==> src/design/max_flow_min_cut_macros.svh <==
// ----------------------------------------------------------------------------
// Max-flow engine assertion macros
// Shared concurrent assertion shorthands for the max-flow design.
// ----------------------------------------------------------------------------
`ifndef MAX_FLOW_MIN_CUT_MACROS_SVH
`define MAX_FLOW_MIN_CUT_MACROS_SVH

// Same-cycle implication, checked out of reset.
`define MFMC_ASSERT_NOW(lbl, ante, cons, msg) \
    lbl: assert property (@(posedge i_clk) disable iff (!i_rst_n) (ante) |-> (cons)) \
        else $error(msg);

// Next-cycle implication, checked out of reset.
`define MFMC_ASSERT_NXT(lbl, ante, cons, msg) \
    lbl: assert property (@(posedge i_clk) disable iff (!i_rst_n) (ante) |=> (cons)) \
        else $error(msg);

`endif

==> src/design/mfmc_pkg.sv <==
// ----------------------------------------------------------------------------
// Max-flow engine package
// Fixed widths, operation codes and shared types of the max-flow engine.
// ----------------------------------------------------------------------------
`timescale 1ns / 1ps

package mfmc_pkg;

    // Fixed port widths.
    localparam int OP_W    = 2;
    localparam int VTX_W   = 6;
    localparam int CAP_W   = 16;
    localparam int FLOW_W  = 24;
    localparam int MASK_W  = 64;

    localparam logic [FLOW_W-1:0] FLOW_MAX = {FLOW_W{1'b1}};

    // Operation codes.
    localparam logic [OP_W-1:0] OP_ADD   = 2'd0;
    localparam logic [OP_W-1:0] OP_RUN   = 2'd1;
    localparam logic [OP_W-1:0] OP_CLEAR = 2'd2;

    // Request bundle to the search queue and parent-link memories.
    typedef struct packed {
        logic             q_we;
        logic [VTX_W-1:0] q_waddr;
        logic [VTX_W-1:0] q_wdata;
        logic [VTX_W-1:0] q_raddr;
        logic             p_we;
        logic [VTX_W-1:0] p_waddr;
        logic [VTX_W-1:0] p_wdata;
        logic [VTX_W-1:0] p_raddr;
    } t_srch_req;

endpackage

==> src/design/mfmc_search_mem.sv <==
// ----------------------------------------------------------------------------
// Search memories
// Breadth-first queue and parent links, each one write and one read port.
// ----------------------------------------------------------------------------
`timescale 1ns / 1ps

module mfmc_search_mem import mfmc_pkg::*; #(
    parameter int VERTEX_COUNT = 64,
    parameter int VW           = 6
) (
    input  logic          i_clk,
    input  t_srch_req     i_req,
    output logic [VW-1:0] o_q_rdata,
    output logic [VW-1:0] o_p_rdata
);

    logic [VW-1:0] r_queue  [VERTEX_COUNT];
    logic [VW-1:0] r_parent [VERTEX_COUNT];
    logic [VW-1:0] r_q_rdata;
    logic [VW-1:0] r_p_rdata;

    // Queue memory.
    always_ff @(posedge i_clk) begin
        if (i_req.q_we) begin
            r_queue[i_req.q_waddr[VW-1:0]] <= i_req.q_wdata[VW-1:0];
        end
        r_q_rdata <= r_queue[i_req.q_raddr[VW-1:0]];
    end

    // Parent-link memory.
    always_ff @(posedge i_clk) begin
        if (i_req.p_we) begin
            r_parent[i_req.p_waddr[VW-1:0]] <= i_req.p_wdata[VW-1:0];
        end
        r_p_rdata <= r_parent[i_req.p_raddr[VW-1:0]];
    end

    assign o_q_rdata = r_q_rdata;
    assign o_p_rdata = r_p_rdata;

endmodule

==> config.mk <==
export PLATFORM = sky130hd
export DESIGN_NAME = mfmc_search_mem
export DESIGN_NICKNAME = d
export VERILOG_FILES = /design/src/design/max_flow_min_cut_macros.svh /design/src/design/mfmc_pkg.sv /design/src/design/mfmc_search_mem.sv
export SDC_FILE = /design/constraint.sdc
export NUM_CORES = 1
export LEC_CHECK = 0
export BUFFER_PORTS_ARGS = -buffer_cell sky130_fd_sc_hd__buf_2
export CAP_MARGIN = 5
export CORE_UTILIZATION = 40
export CTS_BUF_LIST = sky130_fd_sc_hd__clkbuf_8
export CTS_CLUSTER_SIZE = 12
export DETAILED_ROUTE_END_ITERATION = 16
export PLACE_DENSITY = 0.54
export SLEW_MARGIN = 25
export SYNTH_ARGS = -nofsm -noshare
export SYNTH_HDL_FRONTEND = slang
export SYNTH_SLANG_ARGS = --single-unit
==> constraint.sdc <==
create_clock -name i_clk -period 2.3 [get_ports i_clk]
set_input_delay 0.46 -clock i_clk [delete_from_list [all_inputs] [get_ports i_clk]]
set_output_delay 0.46 -clock i_clk [all_outputs]
set_load 0.02 [all_outputs]
==> summary.txt <==
Setup path
  • Critical path's slowest cell: mux4_2
  • Worst r2r src: r_queue[63][5]
  • Critical setup path kind: reg -> reg
  • Reg-to-Reg End: o_q_rdata[5]
  • Largest stage delay, worst path: 480 ps
  • CP cell instances: mux4_2, mux2_2, o21ai_0, buf_4, nor3_1, a21o_1
  • CP required: 2950 ps
  • CP arrival: 2550 ps
  • CP max FO: 1
  • Reg-to-reg slack, setup: 400 ps
  • Cell count of the worst reg-to-reg path: 6
  • Nature of the critical path startpoint: flip-flop
  • CP endpoint kind: flip-flop

Floorplanning
  • Chip Width: 277.0 µm
  • Die height: 277.0 µm
  • Starting Density: 40.56%
  • Io pins: 51
  • Die footprint: 0.07672 mm²
  • Cell Rows: 100
  • Area of the core: 0.07457 mm²

Outcome
  • Status: completed

Timing
  • Worst-margin pin slew: 711.6 ps
  • Worst Setup Slack, final: 399.8 ps
  • Finish-stage setup viols: 0
  • Final slew viol count: 0
  • Rel. slew slack: 52.56%
  • Final period util: 82.62%
  • Minimum period implied by the final worst setup slack: 1900 ps
  • RSZ-0062 raised after global routing: false
  • Final hold violations: 0
  • FMAX: 526.3 MHz
  • Clk_skew: 47.28 ps
  • Final hold slack: 125.3 ps

Final layout
  • Layout cells sized above 1: 36.30%
  • Final net count: 1831
  • P&R area growth vs syn: 18.73%
  • Post-route cell area: 0.03591 mm²

Power
  • Leakage: 0.01183 µW
  • Power density over cell area: 795.0 mW/mm²
  • Maximum VDD drop: 0.5189 mV
  • Total power: 28550 µW

Routing
  • WL/cell: 24.67 µm
  • Top Metal Used: met4
  • Drt pass-1 iters: 8
  • Metal-1 WL: 30.55 mm
  • Final WL: 70.60 mm
  • Final ANT Viol Nets: 0
  • 1st-iter DRT viols: 1238
  • Routed wl met3: 3.151 mm
  • Vias after detailed routing: 15210
  • DRC Markers: 0
  • Met2 wire length: 35.22 mm
  • Vias per inst: 5.315

Clock tree
  • # hold bufs at CTS: 0
  • CTS tree: done
  • Clock Pin Slew Worst Setup and Hold Paths: 60 ps
  • Postcts setup bufs: 0
  • # resized after CTS: 0
  • CTS Buffer Depth: 3
  • H-tree levels: 4
  • Number of buffers created by CTS: 131
  • # clock sinks: 780
  • Root buf cell: clkbuf_8
  • Clock Latency Late Sink: 770 ps

Global routing
  • GRT Total Usage: 18.90%
  • Pin count of the biggest net entering global routing: 65
  • Antenna violations before repair: 2
  • First-pass GRT wire length: 106.1 mm
  • Gr ovfl total: 0
  • Number of global-route vias before repair: 16350

Placement
  • RePlAce Congestion: 0.7887
  • Pre-CTS setup slack: -133.6 ps
  • Port Buffers: 50
  • Final HPWL DP: 45.48 mm
  • DP Area: 0.03356 mm²

Synthesis
  • Synth Flop Type: edfxtp_1
  • Ys async rst share: 0%
  • Register area share after synthesis: 77.04%
  • Netlist cell types: 40
  • Mean Syn Cell Area: 21.02 µm²
  • Synthesized net count: 1478
  • EDFF count, synth: 768
  • Count of state elements after synthesis: 780
  • Warnings from Yosys: 0
  • Gate Count Post-Synth: 1439
  • Mapped Area: 0.03025 mm²

Min path
  • Hold path startpoint: i_req[24]
  • Worst Hold Class: in -> reg
  • Hold path endpoint: o_q_rdata[1]
  • Worst Hold Depth: 3

Flow run
  • Max Cap Viol: 0
[cells in the final DEF (no fill, tap or decap), types with 4 or more instances in the layout]
| cell | n |
|---|---|
| a211oi_1 | 9 |
| a21o_1 | 4 |
| a21oi_1 | 8 |
| a221o_1 | 4 |
| a22oi_1 | 6 |
| buf_12 | 31 |
| buf_2 | 46 |
| buf_4 | 220 |
| clkbuf_8 | 136 |
| clkinv_1 | 28 |
| clkinv_2 | 18 |
| clkinvlp_4 | 4 |
| dfxtp_1 | 12 |
| edfxtp_1 | 768 |
| inv_1 | 36 |
| mux2_2 | 20 |
| mux2i_1 | 7 |
| mux4_2 | 193 |
| nand2_1 | 23 |
| nand2b_1 | 9 |
| nand3_1 | 16 |
| nand3b_1 | 8 |
| nand4_1 | 4 |
| nor2_1 | 146 |
| nor2b_1 | 13 |
| nor3_1 | 13 |
| o21a_1 | 5 |
| o21ai_0 | 12 |
| o221ai_1 | 9 |
| o22ai_1 | 38 |
| o32ai_1 | 4 |
| or2_2 | 5 |
| or3_1 | 10 |
[how the worst max path moves through the flow]
| stage | from | end | slack (ps) | cells past startpoint |
|---|---|---|---|---|
| after floorplan | i_req[19] | o_q_rdata[1] | 140 | 7 |
| after global placement | i_req[0] | o_p_rdata[3] | -140 | 8 |
| after detailed placement | i_req[0] | o_p_rdata[3] | -130 | 8 |
| after CTS | o_p_rdata[5] | o_p_rdata[5] | 370 | 1 |
| after global routing | r_queue[63][5] | o_q_rdata[5] | 280 | 6 |
| final | r_queue[63][5] | o_q_rdata[5] | 400 | 6 |
[flip-flops by register name, indices dropped and copies added (netlist names)]
name	count
r_parent	384
r_queue	384
o_p_rdata	6
o_q_rdata	6
[cell families after synthesis]
| family | Yosys count | synth area share [%] |
|---|---|---|
| muxes | 220 | 15.35 |
| and+or+nand+nor | 254 | 3.789 |
| AOI/OAI and AO/OA | 107 | 2.478 |
| buffers and inverters | 78 | 1.348 |
| DFF | 780 | 77.04 |
[area by class of cell]
type                            count  area, µm²
Antenna cell                        3      7.507
Tap cell                          969       1212
Sequential cell                   780      23300
Fill cell                        6177      38660
Multi-Input combinational cell    581       6538
Clock buffer                      136       1872
Timing Repair Buffer              297       2502
Inverter                            1      3.754
Clock inverter                     95      474.2
[power breakdown]
part	internal [µW]	switching [µW]
logic	700	958
registers	15700	52.5
clock network	5550	5550
[critical path: cells and delay by family, from the launching register on]
family | cells | cell delay [ps]
AO/OA/AOI/OAI | 2 | 400
AND/OR/NAND/NOR | 1 | 70
multiplexers | 2 | 780
flip-flops | 1 | 360
buffers and inverters | 1 | 180
[cells in the mapped netlist, types with 4 or more instances]
master	n	area (µm²)
a211oi_1	9	67.56
a21o_1	4	30.03
a21oi_1	8	40.04
a221o_1	4	40.04
a22oi_1	6	45.04
buf_2	26	130.1
buf_4	10	75.07
buf_6	6	67.56
clkbuf_1	32	120.1
dfxtp_1	12	240.2
edfxtp_1	768	23060
mux2_2	20	225.2
mux2i_1	7	70.07
mux4_2	193	4347
nand2_1	23	86.33
nand2b_1	9	56.30
nand3_1	16	80.08
nand3b_1	8	60.06
nand4_1	4	25.02
nor2_1	146	548.0
nor2b_1	13	81.33
nor3_1	13	65.06
o21a_1	5	37.54
o21ai_0	12	60.06
o221ai_1	9	78.83
o22ai_1	38	237.7
o32ai_1	4	35.03
or2_2	5	31.28
or3_1	10	62.56
[metrics by stage]
step / TNS (ps) / std cells / util, %
after global routing: 0 / 2860 / 48.15
final: 0 / 2862 / 48.16
after CTS: 0 / 2859 / 48.15
after global placement: -604.2 / 2628 / 45.00
after floorplan: 0 / 1439 / -
after detailed placement: -662.0 / 2628 / 45.00
[per-layer routing]
| layer | vias up | GRT usage, % |
|---|---|---|
| met4 | 0 | 6.980 |
| met1 | 7982 | 25.19 |
| met3 | 104 | 3.763 |
| li1 | 6730 | - |
| met5 | - | 0 |
| met2 | 396 | 30.81 |
No activity file was read; power rests on OpenSTA's default activity.
